**src/rtl/stereo_allpass_width_mixer_assert.svh**
```systemverilog
// Assertion macros for the stereo width mixer.
`ifndef STEREO_ALLPASS_WIDTH_MIXER_ASSERT_SVH
`define STEREO_ALLPASS_WIDTH_MIXER_ASSERT_SVH

// Same-cycle implication.
`define SAWM_ASSERT_NOW(label, ante, cons, msg) \
  label: assert property (@(posedge clk) disable iff (!rst_n) (ante) |-> (cons)) \
    else $error(msg);

// Next-cycle implication.
`define SAWM_ASSERT_NEXT(label, ante, cons, msg) \
  label: assert property (@(posedge clk) disable iff (!rst_n) (ante) |=> (cons)) \
    else $error(msg);

`endif

```
**src/rtl/sawm_pkg.sv**
```systemverilog
package sawm_pkg;

  localparam int SAMPLE_W   = 24;
  localparam int COEF_W     = 16;
  localparam int CFRAC      = COEF_W - 1;
  localparam int ONSET_W    = 17;
  localparam int ONSET_FRAC = 16;
  localparam int ONSET_ONE  = 1 << ONSET_FRAC;
  localparam int CFG_W      = (COEF_W > ONSET_W) ? COEF_W : ONSET_W;
  localparam int CFG_IDX_W  = 3;
  localparam int MIX_THRESH = (1 << CFRAC) / 10000;

  // shared multiplier operand and accumulator widths
  localparam int MA_W  = SAMPLE_W + 1;
  localparam int MB_W  = (COEF_W + 2 > ONSET_W + 1) ? COEF_W + 2 : ONSET_W + 1;
  localparam int ACC_W = SAMPLE_W + COEF_W + 4;

  localparam logic [CFG_IDX_W-1:0] REG_GAIN_L = CFG_IDX_W'(0);
  localparam logic [CFG_IDX_W-1:0] REG_GAIN_R = CFG_IDX_W'(1);
  localparam logic [CFG_IDX_W-1:0] REG_MIX    = CFG_IDX_W'(2);
  localparam logic [CFG_IDX_W-1:0] REG_SIDE   = CFG_IDX_W'(3);
  localparam logic [CFG_IDX_W-1:0] REG_STEP   = CFG_IDX_W'(4);

  localparam logic signed [COEF_W-1:0] RST_GAIN_L = COEF_W'(11469);
  localparam logic signed [COEF_W-1:0] RST_GAIN_R = COEF_W'(-11469);
  localparam logic [COEF_W-2:0]        RST_MIX    = '0;
  localparam logic signed [COEF_W-1:0] RST_SIDE   = COEF_W'(16384);
  localparam logic [ONSET_W-1:0]       RST_STEP   = ONSET_W'(ONSET_ONE);

  typedef struct packed {
    logic                       action;
    logic signed [SAMPLE_W-1:0] left_in;
    logic signed [SAMPLE_W-1:0] right_in;
    logic signed [SAMPLE_W-1:0] acc_left;
    logic signed [SAMPLE_W-1:0] acc_right;
  } in_word_t;

  typedef struct packed {
    logic signed [SAMPLE_W-1:0] left_out;
    logic signed [SAMPLE_W-1:0] right_out;
  } out_word_t;

endpackage

```
**src/rtl/stereo_allpass_width_mixer.sv**
```systemverilog
// Each accepted sample word passes the onset ramp (while ramping), the all-pass and mix
// (unless bypassed) and the width stage in turn; a restart word clears filter state.
// New words are stalled until the result is loaded, as every step shares the single 25x18
// multiply-accumulate unit that issues one product per cycle in the sequencer's multiply states.
// Reset (rst_n low, synchronous): registers load their defaults, filter state clears,
// onset gain is full and not ramping, output word is invalid.
module stereo_allpass_width_mixer (
  input  logic                             clk,
  input  logic                             rst_n,
  input  logic                             in_valid,
  output logic                             in_stall,
  input  sawm_pkg::in_word_t               in_data,
  output logic                             out_valid,
  input  logic                             out_stall,
  output sawm_pkg::out_word_t              out_data,
  input  logic                             cfg_we,
  input  logic [sawm_pkg::CFG_IDX_W-1:0]   cfg_index,
  input  logic [sawm_pkg::CFG_W-1:0]       cfg_data
);

  localparam int S     = sawm_pkg::SAMPLE_W;
  localparam int C     = sawm_pkg::COEF_W;
  localparam int CF    = sawm_pkg::CFRAC;
  localparam int OW    = sawm_pkg::ONSET_W;
  localparam int OF    = sawm_pkg::ONSET_FRAC;
  localparam int MA_W  = sawm_pkg::MA_W;
  localparam int MB_W  = sawm_pkg::MB_W;
  localparam int ACC_W = sawm_pkg::ACC_W;

  localparam logic signed [ACC_W-1:0] SMP_MAX = ACC_W'((64'sd1 <<< (S - 1)) - 64'sd1);
  localparam logic signed [ACC_W-1:0] SMP_MIN = -SMP_MAX - ACC_W'(1);
  localparam logic signed [ACC_W-1:0] RND_C   = ACC_W'(1) <<< (CF - 1);
  localparam logic signed [ACC_W-1:0] RND_O   = ACC_W'(1) <<< (OF - 1);

  localparam logic [4:0] ST_IDLE  = 5'd0;
  localparam logic [4:0] ST_ONL   = 5'd1;
  localparam logic [4:0] ST_ONL_W = 5'd2;
  localparam logic [4:0] ST_ONR_W = 5'd3;
  localparam logic [4:0] ST_APL   = 5'd4;
  localparam logic [4:0] ST_APR   = 5'd5;
  localparam logic [4:0] ST_APR_W = 5'd6;
  localparam logic [4:0] ST_MXL1  = 5'd7;
  localparam logic [4:0] ST_MXL2  = 5'd8;
  localparam logic [4:0] ST_MXR1  = 5'd9;
  localparam logic [4:0] ST_MXR2  = 5'd10;
  localparam logic [4:0] ST_MX_W  = 5'd11;
  localparam logic [4:0] ST_WL1   = 5'd12;
  localparam logic [4:0] ST_WL2   = 5'd13;
  localparam logic [4:0] ST_WR1   = 5'd14;
  localparam logic [4:0] ST_WR2   = 5'd15;
  localparam logic [4:0] ST_OUT_W = 5'd16;

  function automatic logic signed [S-1:0] sat_smp(input logic signed [ACC_W-1:0] v);
    logic signed [ACC_W-1:0] t;
    t = v;
    if (v > SMP_MAX) t = SMP_MAX;
    if (v < SMP_MIN) t = SMP_MIN;
    return t[S-1:0];
  endfunction

  logic [4:0]                 state_r, state_nxt;
  logic signed [C-1:0]        gain_l_r, gain_r_r, side_r;
  logic [C-2:0]               mix_r;
  logic [OW-1:0]              step_r, onset_gain_r;
  logic                       onset_active_r;
  logic signed [S-1:0]        prev_in_l_r, prev_out_l_r, prev_in_r_r, prev_out_r_r;
  logic signed [S-1:0]        l_r, r_r, accl_r, accr_r, ol_r;
  logic signed [ACC_W-1:0]    acc_r, acc_nxt;
  logic                       out_valid_r;
  sawm_pkg::out_word_t        out_data_r;

  logic                       mix_on, out_free, mac_en, mac_sub;
  logic signed [MA_W-1:0]     mul_a;
  logic signed [MB_W-1:0]     mul_b, one_minus_s, w_own, w_oth;
  logic signed [MA_W+MB_W-1:0] prod_raw;
  logic signed [ACC_W-1:0]    prod, base, acc_shr;
  logic [OW:0]                gain_sum;

  assign mix_on      = (32'(mix_r) > sawm_pkg::MIX_THRESH);
  assign out_free    = !out_valid_r || !out_stall;
  assign one_minus_s = MB_W'(1 << CF) - MB_W'(mix_r);
  assign w_own       = MB_W'(1 << (C - 2)) + MB_W'(side_r);
  assign w_oth       = MB_W'(1 << (C - 2)) - MB_W'(side_r);
  assign prod_raw    = mul_a * mul_b;
  assign prod        = ACC_W'(prod_raw);
  assign acc_nxt     = mac_sub ? (base - prod) : (base + prod);
  assign acc_shr     = acc_r >>> CF;
  assign gain_sum    = {1'b0, onset_gain_r} + {1'b0, step_r};

  assign in_stall  = (state_r != ST_IDLE);
  assign out_valid = out_valid_r;
  assign out_data  = out_data_r;

  // multiply-accumulate operand select
  always_comb begin
    mul_a   = '0;
    mul_b   = '0;
    base    = '0;
    mac_sub = 1'b0;
    mac_en  = 1'b1;
    unique case (state_r)
      ST_ONL: begin
        mul_a = MA_W'(l_r);
        mul_b = MB_W'(onset_gain_r);
        base  = RND_O;
      end
      ST_ONL_W: begin
        mul_a = MA_W'(r_r);
        mul_b = MB_W'(onset_gain_r);
        base  = RND_O;
      end
      ST_APL: begin
        mul_a   = MA_W'(l_r) + MA_W'(prev_out_l_r);
        mul_b   = MB_W'(gain_l_r);
        base    = (ACC_W'(prev_in_l_r) <<< CF) + RND_C;
        mac_sub = 1'b1;
      end
      ST_APR: begin
        mul_a   = MA_W'(r_r) + MA_W'(prev_out_r_r);
        mul_b   = MB_W'(gain_r_r);
        base    = (ACC_W'(prev_in_r_r) <<< CF) + RND_C;
        mac_sub = 1'b1;
      end
      ST_MXL1: begin
        mul_a = MA_W'(l_r);
        mul_b = one_minus_s;
        base  = RND_C;
      end
      ST_MXL2: begin
        mul_a = MA_W'(prev_out_l_r);
        mul_b = MB_W'(mix_r);
        base  = acc_r;
      end
      ST_MXR1: begin
        mul_a = MA_W'(r_r);
        mul_b = one_minus_s;
        base  = RND_C;
      end
      ST_MXR2: begin
        mul_a = MA_W'(prev_out_r_r);
        mul_b = MB_W'(mix_r);
        base  = acc_r;
      end
      ST_WL1: begin
        mul_a = MA_W'(l_r);
        mul_b = w_own;
        base  = RND_C;
      end
      ST_WL2: begin
        mul_a = MA_W'(r_r);
        mul_b = w_oth;
        base  = acc_r;
      end
      ST_WR1: begin
        mul_a = MA_W'(r_r);
        mul_b = w_own;
        base  = RND_C;
      end
      ST_WR2: begin
        mul_a = MA_W'(l_r);
        mul_b = w_oth;
        base  = acc_r;
      end
      default: mac_en = 1'b0;
    endcase
  end

  always_comb begin
    state_nxt = state_r;
    unique case (state_r)
      ST_IDLE: begin
        if (in_valid && !in_data.action) begin
          state_nxt = onset_active_r ? ST_ONL : (mix_on ? ST_APL : ST_WL1);
        end
      end
      ST_ONL:   state_nxt = ST_ONL_W;
      ST_ONL_W: state_nxt = ST_ONR_W;
      ST_ONR_W: state_nxt = mix_on ? ST_APL : ST_WL1;
      ST_APL:   state_nxt = ST_APR;
      ST_APR:   state_nxt = ST_APR_W;
      ST_APR_W: state_nxt = ST_MXL1;
      ST_MXL1:  state_nxt = ST_MXL2;
      ST_MXL2:  state_nxt = ST_MXR1;
      ST_MXR1:  state_nxt = ST_MXR2;
      ST_MXR2:  state_nxt = ST_MX_W;
      ST_MX_W:  state_nxt = ST_WL1;
      ST_WL1:   state_nxt = ST_WL2;
      ST_WL2:   state_nxt = ST_WR1;
      ST_WR1:   state_nxt = ST_WR2;
      ST_WR2:   state_nxt = ST_OUT_W;
      ST_OUT_W: begin
        if (out_free) state_nxt = ST_IDLE;
      end
      default:  state_nxt = ST_IDLE;
    endcase
  end

  // control, filter state and configuration
  always_ff @(posedge clk) begin
    if (!rst_n) begin
      state_r        <= ST_IDLE;
      out_valid_r    <= 1'b0;
      onset_gain_r   <= OW'(sawm_pkg::ONSET_ONE);
      onset_active_r <= 1'b0;
      prev_in_l_r    <= '0;
      prev_out_l_r   <= '0;
      prev_in_r_r    <= '0;
      prev_out_r_r   <= '0;
      gain_l_r       <= sawm_pkg::RST_GAIN_L;
      gain_r_r       <= sawm_pkg::RST_GAIN_R;
      mix_r          <= sawm_pkg::RST_MIX;
      side_r         <= sawm_pkg::RST_SIDE;
      step_r         <= sawm_pkg::RST_STEP;
    end else begin
      state_r <= state_nxt;
      if (state_r == ST_OUT_W && out_free) begin
        out_valid_r <= 1'b1;
      end else if (!out_stall) begin
        out_valid_r <= 1'b0;
      end

      if (state_r == ST_IDLE && in_valid && in_data.action) begin
        prev_in_l_r  <= '0;
        prev_out_l_r <= '0;
        prev_in_r_r  <= '0;
        prev_out_r_r <= '0;
        if (32'(step_r) < sawm_pkg::ONSET_ONE) begin
          onset_active_r <= 1'b1;
          onset_gain_r   <= '0;
        end else begin
          onset_active_r <= 1'b0;
          onset_gain_r   <= OW'(sawm_pkg::ONSET_ONE);
        end
      end

      if (state_r == ST_ONR_W) begin
        if (32'(gain_sum) >= sawm_pkg::ONSET_ONE) begin
          onset_gain_r   <= OW'(sawm_pkg::ONSET_ONE);
          onset_active_r <= 1'b0;
        end else begin
          onset_gain_r <= gain_sum[OW-1:0];
        end
      end

      if (state_r == ST_APR) begin
        prev_in_l_r  <= l_r;
        prev_out_l_r <= sat_smp(acc_shr);
      end
      if (state_r == ST_APR_W) begin
        prev_in_r_r  <= r_r;
        prev_out_r_r <= sat_smp(acc_shr);
      end

      if (cfg_we) begin
        unique case (cfg_index)
          sawm_pkg::REG_GAIN_L: gain_l_r <= cfg_data[C-1:0];
          sawm_pkg::REG_GAIN_R: gain_r_r <= cfg_data[C-1:0];
          sawm_pkg::REG_MIX:    mix_r    <= cfg_data[C-2:0];
          sawm_pkg::REG_SIDE:   side_r   <= cfg_data[C-1:0];
          sawm_pkg::REG_STEP:   step_r   <= cfg_data[OW-1:0];
          default: ;
        endcase
      end
    end
  end

  // datapath
  always_ff @(posedge clk) begin
    if (mac_en) acc_r <= acc_nxt;
    if (state_r == ST_IDLE && in_valid) begin
      l_r    <= in_data.left_in;
      r_r    <= in_data.right_in;
      accl_r <= in_data.acc_left;
      accr_r <= in_data.acc_right;
    end
    if (state_r == ST_ONL_W) l_r <= acc_r[OF +: S];
    if (state_r == ST_ONR_W) r_r <= acc_r[OF +: S];
    if (state_r == ST_MXR1)  l_r <= sat_smp(acc_shr);
    if (state_r == ST_MX_W)  r_r <= sat_smp(acc_shr);
    if (state_r == ST_WR1)   ol_r <= sat_smp(ACC_W'(accl_r) + acc_shr);
    if (state_r == ST_OUT_W && out_free) begin
      out_data_r.left_out  <= ol_r;
      out_data_r.right_out <= sat_smp(ACC_W'(accr_r) + acc_shr);
    end
  end

`include "stereo_allpass_width_mixer_assert.svh"

  `SAWM_ASSERT_NOW(a_onset_below_one, onset_active_r,
                   32'(onset_gain_r) < sawm_pkg::ONSET_ONE, "onset gain at unity while ramping")
  `SAWM_ASSERT_NOW(a_allpass_only_when_mixing, state_r == ST_APL, mix_on,
                   "all-pass entered while bypassed")
  `SAWM_ASSERT_NEXT(a_restart_clears, in_valid && !in_stall && in_data.action,
                    prev_in_l_r == '0 && prev_out_r_r == '0 && state_r == ST_IDLE,
                    "restart did not clear filter state")
  `SAWM_ASSERT_NEXT(a_result_loaded, state_r == ST_OUT_W && out_free,
                    out_valid_r && state_r == ST_IDLE, "result word not presented")

endmodule

```
**config.mk**
```make
export PLATFORM = sky130hd
export DESIGN_NAME = stereo_allpass_width_mixer
export DESIGN_NICKNAME = d
export VERILOG_FILES = /design/src/rtl/sawm_pkg.sv /design/src/rtl/stereo_allpass_width_mixer.sv
export VERILOG_INCLUDE_DIRS = /design/src /design/src/rtl
export SDC_FILE = /design/constraint.sdc
export NUM_CORES = 2
export LEC_CHECK = 0
export BUFFER_PORTS_ARGS = -buffer_cell sky130_fd_sc_hd__buf_4
export CAP_MARGIN = 20
export CORE_AREA = 2 2 261 263
export CTS_BUF_LIST = sky130_fd_sc_hd__clkbuf_2 sky130_fd_sc_hd__clkbuf_4 sky130_fd_sc_hd__clkbuf_8
export DETAILED_ROUTE_END_ITERATION = 6
export DIE_AREA = 0 0 263 265
export MAX_ROUTING_LAYER = met4
export PLACE_DENSITY_LB_ADDON = 0.1
export SETUP_SLACK_MARGIN = 0.1
export SYNTH_ARGS = -nofsm -noshare
export SYNTH_HDL_FRONTEND = slang
export SYNTH_SLANG_ARGS = --single-unit
```
**constraint.sdc**
```tcl
create_clock -name clk -period 12.3 [get_ports clk]
set_input_delay 0.615 -clock clk [delete_from_list [all_inputs] [get_ports clk]]
set_output_delay 0.615 -clock clk [all_outputs]
set_load 0.01 [all_outputs]
```
==> flow_summary_export.csv <==
group,metric,value,unit
run_status,status,"completed",
global_routing,groute.usage.overall,38.47,%
global_routing,grt-busiest-layer,"met2",
critical_path,r2r-end,"acc_r[43]",
critical_path,cp_common_cell,"fa_1",
die,ios,172,
synthesis,synth_cells,4864,
cells_and_area,stdcell_count,6005,
worst_hold_path,hp-class,"in -> reg",
critical_path,worstSetupStartpoint,"l_r[1]",
drt,drtIter0Drc,3654,
global_routing,use_met2,60.33,%
die,initial_core_util,64.28,%
synthesis,synth_area_per_cell,8.828,µm²
die,die_y,265,µm
global_routing,use_met3,5.982,%
drt,drt-vias-per-instance,6.114,
cells_and_area,final_cell_area,47770,µm²
global_routing,grtUsageMet1,49.09,%
synthesis,yosysSeqAreaShare,24.15,%
critical_path,cp_num_cells,42,
global_routing,grt_pass1_wl,202700,µm
synthesis,syn-cell-area,42940,µm²
timing,tns,0,ns
placed_design,place.port_buffers,171,
synthesis,yosysUniqueCellTypes,95,
synthesis,synthFlopType,"edfxtp_1",
synthesis,ys_warn_count,0,
critical_path,slowest_stage,"fa_1",
global_routing,grt-ovfl-total,0,
critical_path,cp.required,12.76,ns
cells_and_area,drive_gt1_share,11.31,%
timing,period_share,95.36,%
timing,tightest_slew,1.102,ns
flow_run,maxCapViolations,0,
die,die_area,69700,µm²
global_routing,grt_max_degree,99,
synthesis,async_flop_share,0,%
critical_path,cp-start-kind,"flop",
global_routing,antenna_found_initial,3,
placed_design,gp_routability_congestion,0.9597,
drt,routedWlPerCell,21.60,µm
drt,drc,0,
die,core_area,66800,µm²
cts,max-clock-path-buffers,3,
synthesis,syn_nets,5713,
timing,fin_crit,11.73,ns
timing,finalSetupViolations,0,
cts,worst_skew_pair.late_latency,0.72,ns
critical_path,reg2reg_depth,42,
global_routing,grt_pass1_vias,36010,
cts,cts_inserted_buffers,73,
cts,clkSinkCount,412,
drt,vias,36720,
critical_path,crit_arrival,12.19,ns
cts,tritoncts,"built",
timing,final_max_slew_viol_count,0,
critical_path,max_stage_delay,0.54,ns
drt,routed_wl,129700,µm
timing,finalHoldViolations,0,
timing,max_slew_margin,26.49,%
critical_path,worstPathMaxFanout,12,
critical_path,setup.worst_path.end,"acc_r[43]",
synthesis,synth_seq_cells,412,
placed_design,dp_hpwl,101900,µm
cells_and_area,area_growth,11.24,%
cts,htree_levels,3,
cts,clk_pin_slew,0.07,ns
critical_path,crit_type,"reg -> reg",
drt,first_pass_iters,6,
critical_path,timing.rr.start,"l_r[1]",
die,num_rows,95,
timing,skew,0.05049,ns
cells_and_area,layout.nets,5917,
critical_path,cp-end-kind,"flop",
critical_path,regToRegSetupSlack,0.57,ns
die,die_w,263,µm
cts,root_buffer,"clkbuf_8",
drt,final_antenna_net_count,0,
timing,fmaxAchievable,0.08526,GHz
critical_path,crit_buf_inv,5,
placed_design,dp.cells,5859,
synthesis,synth-edff-count,212,
critical_path,crit_family,"compound AO/OA/AOI/OAI gates",
timing,rsz0062_at_grt,"true",
placed_design,placed_cell_area,45980,µm²
-- final cells by class --
type | count | area [µm²]
Fill cell | 5342 | 19040
Tap cell | 873 | 1092
Timing Repair Buffer | 354 | 2704
Antenna cell | 4 | 10.01
Clock inverter | 28 | 267.8
Clock buffer | 107 | 1316
Inverter | 596 | 2237
Multi-Input combinational cell | 3631 | 29770
Sequential cell | 412 | 10370
-- per-stage QoR --
| step | worst slack (ns) | util (%) | hold WS (ns) |
|---|---|---|---|
| global placement | 0.3683 | 68.81 | 0.4025 |
| global route | 0.04859 | 71.50 | 0.04573 |
| CTS | 0.1464 | 71.23 | 0.02892 |
| detailed placement | 0.1030 | 68.83 | 0.4054 |
| finish | 0.5709 | 71.50 | 0.07508 |
| floorplan | 1.082 | - | 0.4003 |
-- logic make-up (layout without fill, tap and decap cells) --
family          Yosys count  in the layout  share of synthesized area [%]
mux                      60             60                          1.404
fa+ha+maj               727            727                          29.02
buf+inv                 821           1085                          7.281
compound gates         1086           1086                          17.46
xor+xnor                239            239                          4.907
flops                   412            412                          24.15
simple gates           1519           1519                          15.78
other cells               0              4                              0
-- layout by cell type (no fill, tap or decap), drive strengths merged, types with 12 or more instances in the layout --
cell	n
a2111oi	12
a211oi	24
a21boi	164
a21o	112
a21oi	259
a221o	15
a221oi	27
a222oi	27
a22o	23
a22oi	41
a31oi	18
and2	57
and3	40
buf	353
clkbuf	108
clkinv	18
dfxtp	200
edfxtp	212
fa	448
ha	279
inv	601
mux2i	58
nand2	720
nand2b	34
nand3	170
nand4	17
nor2	308
nor2b	40
nor3	38
nor4	16
o211ai	12
o21a	74
o21ai	159
o21bai	26
o31ai	16
or2	14
or3	23
xnor2	141
xor2	97
-- cell usage after synthesis, drive strengths merged (17+ instances only) --
cell / count / area share (%)
a22o: 23 / 0.47
a22oi: 41 / 0.72
o21ai: 159 / 1.9
clkbuf: 187 / 1.6
inv: 596 / 5.2
nor2b: 40 / 0.58
or3: 23 / 0.34
nand4: 17 / 0.25
xor2: 97 / 2.0
ha: 279 / 8.1
edfxtp: 212 / 15
nor2: 308 / 2.7
buf: 38 / 0.44
nand3: 170 / 2.0
nand2: 720 / 6.3
dfxtp: 200 / 9.3
o21a: 74 / 1.3
a21o: 112 / 2.0
xnor2: 141 / 2.9
nor3: 38 / 0.44
fa: 448 / 21
a222oi: 27 / 0.63
a31oi: 18 / 0.26
o21bai: 26 / 0.45
nand2b: 34 / 0.50
and2: 57 / 0.83
mux2i: 58 / 1.4
a21oi: 259 / 3.0
a21boi: 164 / 2.9
and3: 40 / 0.59
a221oi: 27 / 0.58
a211oi: 24 / 0.47
-- worst min-delay path by stage --
stage	startpoint	to	slack, ns	cells past startpoint
after CTS	in_data[43]	accl_r[19]	0.03	1
final	in_data[34]	accl_r[10]	0.08	1
after detailed placement	ol_r[3]	out_data[27]	0.41	0
after global placement	ol_r[19]	out_data[43]	0.40	0
after global routing	in_data[34]	accl_r[10]	0.05	1
after floorplan	ol_r[0]	out_data[24]	0.40	0
-- layer usage --
metal	up-vias	routed length [µm]
li1	16870	-
met3	333	9812
met2	1604	60380
met1	17910	52460
met5	-	0
met4	0	7086
-- flip-flops by register name (all words and copies together), names as in the netlist, 15 cells and up --
| signal | flops |
|---|---|
| mix_r | 15 |
| ol_r | 24 |
| prev_in_r_r | 24 |
| acc_r | 44 |
| out_data | 48 |
| side_r | 16 |
| prev_out_r_r | 24 |
| gain_l_r | 16 |
| gain_r_r | 16 |
| prev_in_l_r | 24 |
| prev_out_l_r | 24 |
| onset_gain_r | 17 |
| step_r | 17 |
| accr_r | 24 |
| l_r | 24 |
| accl_r | 24 |
| r_r | 24 |
-- what timing repair did --
item,in CTS,in global routing
hold buffers,0,0
pin swaps,1,4
setup endpoints to repair,2,13
buffers inserted,2,2
resized for setup,1,31
-- worst register-to-register path, delay by kind of cell, from the launching register on --
kind            cells  cell delay, ns
compound gates     21            5.10
fa+ha+maj           9            4.02
simple gates        4            1.00
xor+xnor            3            0.48
flops               1            0.46
buf+inv             5            0.45
Power is not shown: default switching activity piles up to over one toggle a cycle in this logic, so the estimate is an artifact.
